==> config.mk <==
export PLATFORM = sky130hd
export DESIGN_NAME = page_frame_replacement
export DESIGN_NICKNAME = d
export VERILOG_FILES = /design/src/rtl/prf_pkg.sv /design/src/rtl/page_frame_replacement.sv
export SDC_FILE = /design/constraint.sdc
export NUM_CORES = 1
export LEC_CHECK = 0
export BUFFER_PORTS_ARGS = -buffer_cell sky130_fd_sc_hd__clkbuf_2
export CAP_MARGIN = 25
export CORE_MARGIN = 2
export CORE_UTILIZATION = 46
export CTS_CLUSTER_DIAMETER = 50
export CTS_CLUSTER_SIZE = 20
export DETAILED_ROUTE_END_ITERATION = 12
export SLEW_MARGIN = 0
export SYNTH_ARGS = -nofsm -noshare
export SYNTH_HDL_FRONTEND = slang
export SYNTH_SLANG_ARGS = --single-unit
==> constraint.sdc <==
create_clock -name clk -period 7.2 [get_ports clk]
set_input_delay 0 -clock clk [delete_from_list [all_inputs] [get_ports clk]]
set_output_delay 0 -clock clk [all_outputs]
set_load 0.005 [all_outputs]
==> src/rtl/prf_pkg.sv <==
// Package: constants, payload structs and sequencer states for page frame replacement.
`default_nettype none
package prf_pkg;

    localparam int FRAME_COUNT = 5;
    localparam int PAGE_BYTES  = 100;

    localparam int ADDR_W  = 20;
    localparam int PAGE_W  = 14;
    localparam int TIME_W  = 32;
    localparam int FAULT_W = 16;
    localparam int FIDX_W  = 3;

    localparam int IDX_W  = (FRAME_COUNT > 1) ? $clog2(FRAME_COUNT) : 1;
    localparam int FILL_W = $clog2(FRAME_COUNT + 1);

    localparam int PAGE_SHIFT = $clog2(PAGE_BYTES);
    localparam int RECIP_W    = ADDR_W + PAGE_SHIFT + 1;
    localparam int PROD_W     = ADDR_W + RECIP_W;
    localparam int QUOT_LSB   = ADDR_W + PAGE_SHIFT;
    localparam longint unsigned RECIP =
        ((64'd1 << (ADDR_W + PAGE_SHIFT)) + 64'(PAGE_BYTES) - 64'd1) / 64'(PAGE_BYTES);

    typedef struct packed {
        logic [ADDR_W-1:0] address;
        logic              last_in_run;
    } access_t;

    typedef struct packed {
        logic               hit;
        logic [FIDX_W-1:0]  frame_index;
        logic               replaced;
        logic [PAGE_W-1:0]  evicted_page;
        logic [FAULT_W-1:0] fault_count;
    } result_t;

    typedef enum logic [1:0] {
        ST_IDLE,
        ST_DIVIDE,
        ST_SCAN,
        ST_UPDATE
    } state_t;

endpackage
`default_nettype wire

==> src/rtl/page_frame_replacement.sv <==
// Top level: page frame replacement engine with FIFO and LRU victim selection.
//
// Usage:
//   access channel (access_valid / access_stall / access_data) carries one
//   address and a last_in_run flag per transaction. result channel
//   (result_valid / result_stall / result_data) returns one result per access.
//   cfg channel (cfg_valid / cfg_ready / cfg_data) writes the policy bit,
//   0 = FIFO, 1 = LRU; write it only while the engine is idle.
// Sequence:
//   After an access is accepted, the divide state computes the page number by
//   reciprocal multiply; the scan state then walks the F filled frames (at
//   most FRAME_COUNT) through one shared compare unit, and a hit ends the
//   search early; with no filled frame the scan is skipped. The update state
//   writes the table and the result register, and the engine then returns to
//   idle, so a new access is accepted only after the last one is committed.
// Reset: table empty, time and fault count zero, policy FIFO; no clearing pass.
// Stall: the result register holds a finished result while the next access is
//   accepted and searched; the update waits only if that result is still held.
`default_nettype none
module page_frame_replacement (
    input  wire                 clk,
    input  wire                 rst_n,
    input  wire                 access_valid,
    output logic                access_stall,
    input  prf_pkg::access_t    access_data,
    output logic                result_valid,
    input  wire                 result_stall,
    output prf_pkg::result_t    result_data,
    input  wire                 cfg_valid,
    output logic                cfg_ready,
    input  wire                 cfg_data
);
    import prf_pkg::*;

    localparam logic [RECIP_W-1:0] RECIP_C = RECIP_W'(RECIP);

    state_t state_reg, state_next;

    logic                policy_reg;
    logic [FILL_W-1:0]   filled_reg;
    logic [TIME_W-1:0]   time_reg;
    logic [FAULT_W-1:0]  faults_reg;
    logic                result_valid_reg;
    result_t             result_reg;

    logic [ADDR_W-1:0]   address_reg;
    logic                last_reg;
    logic [PAGE_W-1:0]   page_reg;
    logic [IDX_W-1:0]    scan_reg;
    logic                hit_reg;
    logic [IDX_W-1:0]    hit_idx_reg;
    logic [IDX_W-1:0]    best_idx_reg;
    logic [TIME_W-1:0]   best_time_reg;
    logic [PAGE_W-1:0]   best_page_reg;

    logic [PAGE_W-1:0]   frame_page_mem [FRAME_COUNT];
    logic [TIME_W-1:0]   frame_load_mem [FRAME_COUNT];
    logic [TIME_W-1:0]   frame_use_mem  [FRAME_COUNT];

    logic [PROD_W-1:0]   product;
    logic [TIME_W-1:0]   cur_time;
    logic                page_match;
    logic                better;
    logic                scan_last;
    logic                table_full;
    logic                commit;
    logic                wr_fill;
    logic [IDX_W-1:0]    wr_idx;
    logic [FAULT_W-1:0]  faults_next;
    logic [31:0]         wr_idx_wide;
    result_t             result_next;

    assign product    = PROD_W'(address_reg) * PROD_W'(RECIP_C);
    assign cur_time   = policy_reg ? frame_use_mem[scan_reg] : frame_load_mem[scan_reg];
    assign page_match = (frame_page_mem[scan_reg] == page_reg);
    assign better     = (scan_reg == '0) || (cur_time < best_time_reg);
    assign scan_last  = (FILL_W'(FILL_W'(scan_reg) + FILL_W'(1)) == filled_reg);
    assign table_full = (filled_reg == FILL_W'(FRAME_COUNT));

    always_comb
    begin
        state_next = state_reg;
        case (state_reg)
            ST_IDLE:
            begin
                if (access_valid)
                    state_next = ST_DIVIDE;
            end
            ST_DIVIDE:
            begin
                state_next = (filled_reg == '0) ? ST_UPDATE : ST_SCAN;
            end
            ST_SCAN:
            begin
                if (page_match || scan_last)
                    state_next = ST_UPDATE;
            end
            ST_UPDATE:
            begin
                if (commit)
                    state_next = ST_IDLE;
            end
            default:
            begin
                state_next = ST_IDLE;
            end
        endcase
    end

    always_comb
    begin
        access_stall = (state_reg != ST_IDLE);
        commit       = (state_reg == ST_UPDATE) && (!result_valid_reg || !result_stall);
        cfg_ready    = 1'b1;
        result_valid = result_valid_reg;
        result_data  = result_reg;
    end

    always_comb
    begin
        wr_fill     = !hit_reg;
        faults_next = faults_reg;
        if (hit_reg)
            wr_idx = hit_idx_reg;
        else if (!table_full)
            wr_idx = filled_reg[IDX_W-1:0];
        else
            wr_idx = best_idx_reg;
        if (!hit_reg && table_full && (faults_reg != '1))
            faults_next = faults_reg + FAULT_W'(1);
        wr_idx_wide              = 32'(wr_idx);
        result_next.hit          = hit_reg;
        result_next.frame_index  = wr_idx_wide[FIDX_W-1:0];
        result_next.replaced     = !hit_reg && table_full;
        result_next.evicted_page = (!hit_reg && table_full) ? best_page_reg : '0;
        result_next.fault_count  = faults_next;
    end

    always_ff @(posedge clk or negedge rst_n)
    begin
        if (!rst_n)
        begin
            state_reg        <= ST_IDLE;
            policy_reg       <= 1'b0;
            filled_reg       <= '0;
            time_reg         <= '0;
            faults_reg       <= '0;
            result_valid_reg <= 1'b0;
        end
        else
        begin
            state_reg <= state_next;
            if (cfg_valid && cfg_ready)
                policy_reg <= cfg_data;
            if (commit)
            begin
                result_valid_reg <= 1'b1;
                if (last_reg)
                begin
                    filled_reg <= '0;
                    time_reg   <= '0;
                    faults_reg <= '0;
                end
                else
                begin
                    time_reg   <= time_reg + TIME_W'(1);
                    faults_reg <= faults_next;
                    if (!hit_reg && !table_full)
                        filled_reg <= filled_reg + FILL_W'(1);
                end
            end
            else if (result_valid_reg && !result_stall)
            begin
                result_valid_reg <= 1'b0;
            end
        end
    end

    always_ff @(posedge clk)
    begin
        if (state_reg == ST_IDLE && access_valid)
        begin
            address_reg <= access_data.address;
            last_reg    <= access_data.last_in_run;
        end
        if (state_reg == ST_DIVIDE)
        begin
            page_reg <= product[QUOT_LSB +: PAGE_W];
            scan_reg <= '0;
            hit_reg  <= 1'b0;
        end
        if (state_reg == ST_SCAN)
        begin
            if (page_match)
            begin
                hit_reg     <= 1'b1;
                hit_idx_reg <= scan_reg;
            end
            if (better)
            begin
                best_idx_reg  <= scan_reg;
                best_time_reg <= cur_time;
                best_page_reg <= frame_page_mem[scan_reg];
            end
            scan_reg <= scan_reg + IDX_W'(1);
        end
        if (commit)
        begin
            result_reg            <= result_next;
            frame_use_mem[wr_idx] <= time_reg;
            if (wr_fill)
            begin
                frame_page_mem[wr_idx] <= page_reg;
                frame_load_mem[wr_idx] <= time_reg;
            end
        end
    end

endmodule
`default_nettype wire
==> results of run 1 <==
what timing repair did:
action	4_1_cts	5_1_grt
buffers inserted	0	0
hold endpoints to repair	80	0
hold buffers	26	0
metrics by stage:
step | instances | cell area [um2] | hold WS (ns) | util | worst slack [ns]
after CTS | 3068 | 33960 | 0.08829 | 0.5259 | 0.4664
after global routing | 3068 | 33960 | 0.1248 | 0.5259 | 0.1474
after detailed placement | 2934 | 31690 | 0.1786 | 0.4907 | 0.4291
after global placement | 2931 | 31650 | 0.1773 | 0.4901 | 0.4935
final | 3068 | 33960 | 0.09215 | 0.5259 | 0.4964
after floorplan | 2030 | 30110 | -0.2956 | - | 0.6018
per-layer routing:
layer,global-route usage,vias to the layer above,routed length [um]
met3,0.02583,80,2160
met1,0.2463,8248,26790
met5,0,-,0
met4,0.04949,0,1190
met2,0.3383,241,32050
li1,-,7537,-
synth_stat cells, drive strengths merged, types with 19 or more instances:
master / number / area, um2
a211oi: 34 / 255.2
a21oi: 61 / 305.3
and2: 19 / 118.9
clkbuf: 44 / 166.4
dfrtp: 55 / 1376
edfxtp: 515 / 15460
fa: 144 / 2883
ha: 264 / 3303
inv: 320 / 1201
mux2i: 33 / 330.3
mux4: 79 / 1779
nand2: 58 / 217.7
nand3: 26 / 130.1
nor2: 59 / 221.5
nor2b: 43 / 269.0
o21ai: 43 / 215.2
xnor2: 27 / 236.5
xor2: 49 / 429.2
logic make-up (layout without fill, tap and decap cells):
logic type | after synthesis | in the layout | share of synthesized area
buffers and inverters | 373 | 556 | 0.04696
other | 1 | 1 | 0.0001245
multiplexers | 129 | 129 | 0.07642
flip-flops | 574 | 574 | 0.5620
adder cells (fa/ha/maj) | 408 | 408 | 0.2055
XOR/XNOR | 76 | 76 | 0.02211
AND/OR/NAND/NOR | 268 | 268 | 0.04509
AO/OA/AOI/OAI | 201 | 201 | 0.04185
final cells by class:
type | count | share of cell area
clock buffer | 65 | 0.04380
sequential | 574 | 0.4987
tap | 855 | 0.03150
multi-input combinational | 1083 | 0.3488
inverter | 320 | 0.03537
timing repair buffer | 128 | 0.02634
clock inverter | 43 | 0.01551
worst paths after layout:
check	endpoint	cells after the start	slack [ns]
max reg2reg	page_reg[13]$_DFFE_PP_	21	0.50
min in group clk	address_reg[11]$_DFFE_PP_	2	0.13
max	page_reg[13]$_DFFE_PP_	21	0.50
max in group asynchronous	policy_reg$_DFFE_PN0P_	3	6.46
min reg2reg	result_data[18]$_SDFFCE_PN0P_	1	0.52
min	faults_reg[5]$_DFFE_PN0P_	3	0.09
worst max-delay path, delay by kind of cell (launching register included):
| kind | cells | cell delay [ns] |
|---|---|---|
| compound gates | 7 | 1.62 |
| buf+inv | 4 | 0.21 |
| xor+xnor | 1 | 0.08 |
| flops | 1 | 0.62 |
| fa+ha+maj | 8 | 3.76 |
| simple gates | 1 | 0.20 |
==> results.toml, run 1 <==
[clock_tree]
path_clk_slew_ns = 0.07
clk_latency_ns = 0.64
htree_levels = 2
cts_made_buffers = 57
numClockSinks = 574
cts_tree = "done"
cts_max_path_buffers = 3
cts_root_buf = "clkbuf_16"
ctsResizeCount = 0

[sta]
finalSetupTns_ns = 0
drv_slew = 0
relSlewSlack = 0.4010
fmax_mhz = 149.2
rsz0062_at_grt = "false"
worst_pin_slew_ns = 0.8985
fin_crit_sh = 0.9311
skew_ns = 0.06020
min_period_ns = 6.704
setup_violations = 0
hold_violations = 0

[synthesis]
syn_nets = 2465
syn_area_um2 = 30110
ys_seq_area_frac = 0.5620
yosys_warnings = 0
syn_area_per_cell_um2 = 14.83
syn_inst = 2030
ys_types = 57
synthArstFlopShare = 0.09582
synth_edf_count = 515
synth_seq_cells = 574
synthFlopType = "edfxtp_1"

[min_path]
hold_path.class = "in2async"

[layout]
reg_top3 = "frame_load_mem (160), frame_use_mem (160), frame_page_mem (70)"
drive_gt1_frac = 0.1432
multi_input_area_um2 = 11850
area_growth_pct = 12.80
layout_common_cells = "edfxtp_1 (515), inv_1 (318), ha_1 (264)"
antennaDiodeCount = 0
final_nets = 2599
final_common_cell = "edfxtp_1"
regArea_um2 = 16940
fillers = 5358

[routing]
route.vias.total = 16110
routed_wl_um = 62200
viasPerCell = 5.250
routedWlPerCell_um = 20.27
first_pass_iters = 5
initialDrtViolationCount = 770
drc = 0
drtAntennaViolNets = 0

[worst_setup_path]
crit_path_top_delay_cell = "edfxtp_1"
crit_start = "address_reg[11]$_DFFE_PP_"
r2r-start = "address_reg[11]$_DFFE_PP_"
crit_top_cell = "fa_1"
path_max_fanout = 9
cp-end-kind = "flop"
critPathMaxStageDelay_ns = 0.62
critPathKind = "reg2reg"
critPathRequiredTime_ns = 7.58
crit_chain = "ha_1, inv_1, fa_1, fa_1, inv_1, fa_1, fa_1, fa_1, inv_1, fa_1, inv_1, ha_1, and3_1, a221o_1, a21oi_1, o21a_1, a21oi_1, a32oi_1, o211ai_1, a31oi_1, xnor2_1"
arrival_ns = 7.08
cp-start-kind = "flop"

[global_route]
antenna_found_initial = 0
grt_pass1_vias = 17330
grt_max_degree = 56
grt_use_total = 0.1906
grt_pass1_wl_um = 98550
grt-ovfl-total = 0

[placed_design]
gp_congestion = 0.8306
io_buffer_count = 63
hpwl_um = 40830

[flow_run]
maxCapViolCount = 0

[run_status]
outcome = "finished clean"

[die]
die-area_um2 = 67520
rows = 93
design.core.area_um2 = 64580
initial_utilization = 0.4662
ios = 65
die_h_um = 259.8
die_w_um = 259.8
Power of run 1 is not shown: default switching activity piles up to over one toggle a cycle in this logic, so the estimate is an artifact.
==> run 2, diff against run 1 <==
- CORE_MARGIN: 2 -> 10
- CORE_UTILIZATION: 46 -> 30
==> results.toml, run 2 (synthesis gave the netlist of run 1 again) <==
[clock_tree]
cts_setup_buffers = 0
clk_latency_ns = 0.65
ctsResizeCount = 0
cts_max_path_buffers = 3
cts_tree = "done"
cts_made_buffers = 58
numClockSinks = 574
htree_levels = 2
cts_root_buf = "clkbuf_16"
path_clk_slew_ns = 0.08

[worst_setup_path]
crit_chain = "ha_1, inv_1, fa_1, fa_1, fa_1, inv_1, fa_1, fa_1, inv_1, fa_1, inv_1, ha_1, a21o_1, a221o_1, a21oi_1, o21a_1, a21oi_1, a32oi_1, nand2b_1, a31oi_1, xnor2_1"
cp-end-kind = "flop"
crit_path_top_delay_cell = "edfxtp_1"
arrival_ns = 7.07
worstPathBufferInverterCount = 4
cp-start-kind = "flop"
crit_top_cell = "fa_1"
critPathRequiredTime_ns = 7.54
critical_path.top_delay_family = "adder cells"
path_max_fanout = 9
critPathKind = "reg2reg"
critPathMaxStageDelay_ns = 0.59

[global_route]
grt_pass1_wl_um = 102400
grt_busiest_layer = "met2"
grt_pass1_vias = 17580
grt_use_met1 = 0.1514
met3_usage = 0.02055
gr-usage-met2 = 0.1991
grt_max_degree = 61
antenna_found_initial = 0
grt-ovfl-total = 0
grt_use_total = 0.1165

[layout]
fillers = 9546
reg_top3 = "frame_load_mem (160), frame_use_mem (160), frame_page_mem (70)"
antennaDiodeCount = 0
final_nets = 2592
layout_common_cells = "edfxtp_1 (515), inv_1 (318), ha_1 (264)"
area_growth_pct = 14.53
drive_gt1_frac = 0.1415
final_common_cell = "edfxtp_1"

[routing]
initialDrtViolationCount = 901
drc = 0
drtAntennaViolNets = 0
routed_wl_um = 65660
route.vias.total = 16230
viasPerCell = 4.634
routedWlPerCell_um = 18.74
first_pass_iters = 5

[sta]
fmax_mhz = 148.8
finalSetupTns_ns = 0
min_period_ns = 6.720
fin_crit_sh = 0.9334
drv_slew = 0
setup_violations = 0
finalWorstSetupSlack_ns = 0.4797
worst_pin_slew_ns = 0.8907
skew_ns = 0.05741
hold_violations = 0
relSlewSlack = 0.4007
rsz0062_at_grt = "false"

[die]
design.core.area_um2 = 99860
die-area_um2 = 113400
rows = 116
ios = 65
die_h_um = 336.8
die_w_um = 336.8
initial_utilization = 0.3015

[placed_design]
hpwl_um = 44040
io_buffer_count = 63
gp_congestion = 0.8632
dp_slack_ns = 0.5079

[flow_run]
maxCapViolCount = 0

[min_path]
hold_path.class = "in2async"

[run_status]
outcome = "finished clean"
## run 2: worst paths after layout
| kind | start | endpoint | slack [ns] | cells after the start |
|---|---|---|---|---|
| worst min register to register | best_page_reg[8]$_DFFE_PP_ | result_data[24]$_SDFFCE_PN0P_ | 0.48 | 1 |
| worst max register to register | address_reg[8]$_DFFE_PP_ | page_reg[7]$_DFFE_PP_ | 0.48 | 21 |
| worst min-delay path | rst_n | policy_reg$_DFFE_PN0P_ | 0.07 | 3 |
| max in group asynchronous | rst_n | filled_reg[0]$_DFFE_PN0P_ | 6.51 | 3 |
| worst max-delay path | address_reg[8]$_DFFE_PP_ | page_reg[7]$_DFFE_PP_ | 0.48 | 21 |
| min in group clk | access_data[1] | address_reg[0]$_DFFE_PP_ | 0.08 | 2 |
## run 2: repair_timing
item,4_1_cts,5_1_grt
hold endpoints to repair,80,0
hold buffers,26,0
endpoints found under the setup margin,0,0
## run 2: stage by stage
step / hold WS [ns] / instances / utilization / area [um2]
2_1_floorplan: -0.2956 / 2030 / - / 30110
5_1_grt: 0.08512 / 3503 / 0.3453 / 34480
3_5_place_dp: 0.1787 / 3369 / 0.3225 / 32200
3_3_place_gp: 0.1814 / 3366 / 0.3219 / 32150
4_1_cts: 0.03948 / 3503 / 0.3453 / 34480
6_report: 0.06901 / 3503 / 0.3453 / 34480
## run 2: per-layer routing
| layer | part of all wire | up-vias |
|---|---|---|
| met5 | 0 | - |
| met3 | 0.042 | 79 |
| met4 | 0.021 | 0 |
| met1 | 0.45 | 8319 |
| li1 | - | 7551 |
| met2 | 0.49 | 284 |
## run 2: final cells by class
type                       instances  area (um2)  share of cell area
tap                             1298        1624             0.04710
timing repair buffer             120       853.3             0.02475
inverter                         320        1201             0.03483
multi-input combinational       1083       11850              0.3438
sequential                       574       16930              0.4910
clock buffer                      61        1484             0.04303
clock inverter                    47       535.5             0.01553
## run 2: tightest hold or removal path, cell delays in order
cell and delay, ns:
dlygate4sd3_1 0.53, buf_2 0.10, buf_4 0.62
Power of run 2 is left out for the same reason.
==> run 3, diff against run 2 <==
- CORE_ASPECT_RATIO: not set -> 0.75
- MAX_ROUTING_LAYER: not set -> met4
- SLEW_MARGIN: 0 -> not set
==> results.toml, run 3 (synthesis gave the netlist of run 1 again) <==
[worst_setup_path]
critPathMaxStageDelay_ns = 0.62
crit_start = "address_reg[10]$_DFFE_PP_"
cp-start-kind = "flop"
crit_chain = "ha_1, inv_1, fa_1, fa_1, fa_1, inv_1, fa_1, fa_1, inv_1, fa_1, inv_1, ha_1, a21o_1, a221o_1, a21oi_1, o21a_1, a21oi_1, a32oi_1, o211ai_1, a31oi_1, xnor2_1"
arrival_ns = 7.05
critPathRequiredTime_ns = 7.56
cp-end-kind = "flop"
crit_path_top_delay_cell = "edfxtp_1"
critPathKind = "reg2reg"
path_max_fanout = 9
crit_top_cell = "fa_1"
r2r-start = "address_reg[10]$_DFFE_PP_"

[sta]
hold_violations = 0
setup_violations = 0
rsz0062_at_grt = "false"
worst_pin_slew_ns = 0.9214
drv_slew = 0
fmax_mhz = 149.5
relSlewSlack = 0.3801
min_period_ns = 6.689
finalSetupTns_ns = 0
skew_ns = 0.04019
fin_crit_sh = 0.9290

[clock_tree]
cts_made_buffers = 45
path_clk_slew_ns = 0.08
numClockSinks = 574
cts_tree = "done"
cts_max_path_buffers = 3
htree_levels = 2
cts_setup_buffers = 0
clk_latency_ns = 0.64
cts_root_buf = "clkbuf_16"

[routing]
drc = 0
first_pass_iters = 5
viasPerCell = 4.575
routedWlPerCell_um = 18.70
wl_met2_um = 30130
routed_wl_um = 65470
initialDrtViolationCount = 932
highest_layer = "met4"
drt-met1-wl_um = 31450
route.vias.total = 16020
drtAntennaViolNets = 0
wl_met3_um = 3029

[die]
die_h_um = 294.4
rows = 100
die-area_um2 = 113600
ios = 65
design.core.area_um2 = 99350
initial_utilization = 0.3031
die_w_um = 385.8

[run_status]
outcome = "finished clean"

[placed_design]
io_buffer_count = 63
gp_congestion = 0.8635
hpwl_um = 44280

[layout]
layout_common_cells = "edfxtp_1 (515), inv_1 (318), ha_1 (264)"
final_nets = 2576
multi_input_area_um2 = 11850
antennaDiodeCount = 0
fillers = 9559
final_common_cell = "edfxtp_1"
drive_gt1_frac = 0.1283
regArea_um2 = 16930
area_growth_pct = 12.90
reg_top3 = "frame_load_mem (160), frame_use_mem (160), frame_page_mem (70)"

[global_route]
grt-ovfl-total = 0
grt_pass1_wl_um = 102500
grt_pass1_vias = 17080
grt_max_degree = 56
antenna_found_initial = 3
grt_use_total = 0.1188

[flow_run]
maxCapViolCount = 0

[min_path]
hold_path.class = "in2async"
-- run 3: changes by cell type in the layout (fill, tap and decap cells not counted), sizes merged --
| cell | before | now |
|---|---|---|
| inv | 341 | 333 |
| clkbuf | 123 | 116 |
| clkinvlp | 5 | 1 |
| bufinv | 3 | 2 |
| buf | 32 | 29 |
| clkinv | 18 | 11 |
-- run 3: worst paths after layout --
kind | endpoint | slack (ns) | cells after the start
max reg2reg | page_reg[13]$_DFFE_PP_ | 0.51 | 21
min | policy_reg$_DFFE_PN0P_ | 0.08 | 3
max | page_reg[13]$_DFFE_PP_ | 0.51 | 21
max in group asynchronous | filled_reg[1]$_DFFE_PN0P_ | 6.49 | 3
min reg2reg | best_idx_reg[1]$_DFFE_PP_ | 0.52 | 0
min in group clk | address_reg[8]$_DFFE_PP_ | 0.10 | 2
-- run 3: area by class of cell --
cell class,instances,area share
Timing Repair Buffer,117,0.02359
Clock buffer,54,0.03441
Inverter,320,0.03533
Tap cell,1326,0.04881
Multi-Input combinational cell,1083,0.3486
Sequential cell,574,0.4981
Clock inverter,27,0.01123
-- run 3: metal layers --
layer / GRT usage / vias up
met2: 0.1837 / 262
met3: 0.02232 / 62
met5: - / -
li1: - / 7486
met1: 0.1641 / 8206
met4: 0.02039 / 0
-- run 3: worst max-delay path, delay by kind of cell, from the launching register on --
family	cells	cell delay [ns]
flip-flops	1	0.62
adder cells (fa/ha/maj)	8	3.84
AO/OA/AOI/OAI	8	1.65
XOR/XNOR	1	0.09
buffers and inverters	4	0.23
-- run 3: metrics by stage --
step | utilization | setup slack (ns) | instance area (um2) | hold slack [ns] | cells
final | 0.3422 | 0.5110 | 33990 | 0.08178 | 3501
after global routing | 0.3422 | 0.2544 | 33990 | 0.08654 | 3501
after CTS | 0.3421 | 0.4730 | 33980 | 0.06751 | 3500
after detailed placement | 0.3238 | 0.4832 | 32170 | 0.1787 | 3393
after global placement | 0.3238 | 0.6174 | 32170 | 0.1780 | 3393
after floorplan | - | 0.6018 | 30110 | -0.2956 | 2030
-- run 3: repair_timing --
action | CTS | global route
endpoints found under the hold margin | 81 | 0
hold buffers | 26 | 0
resized for setup | 0 | 0
Power of run 3 is left out for the same reason.
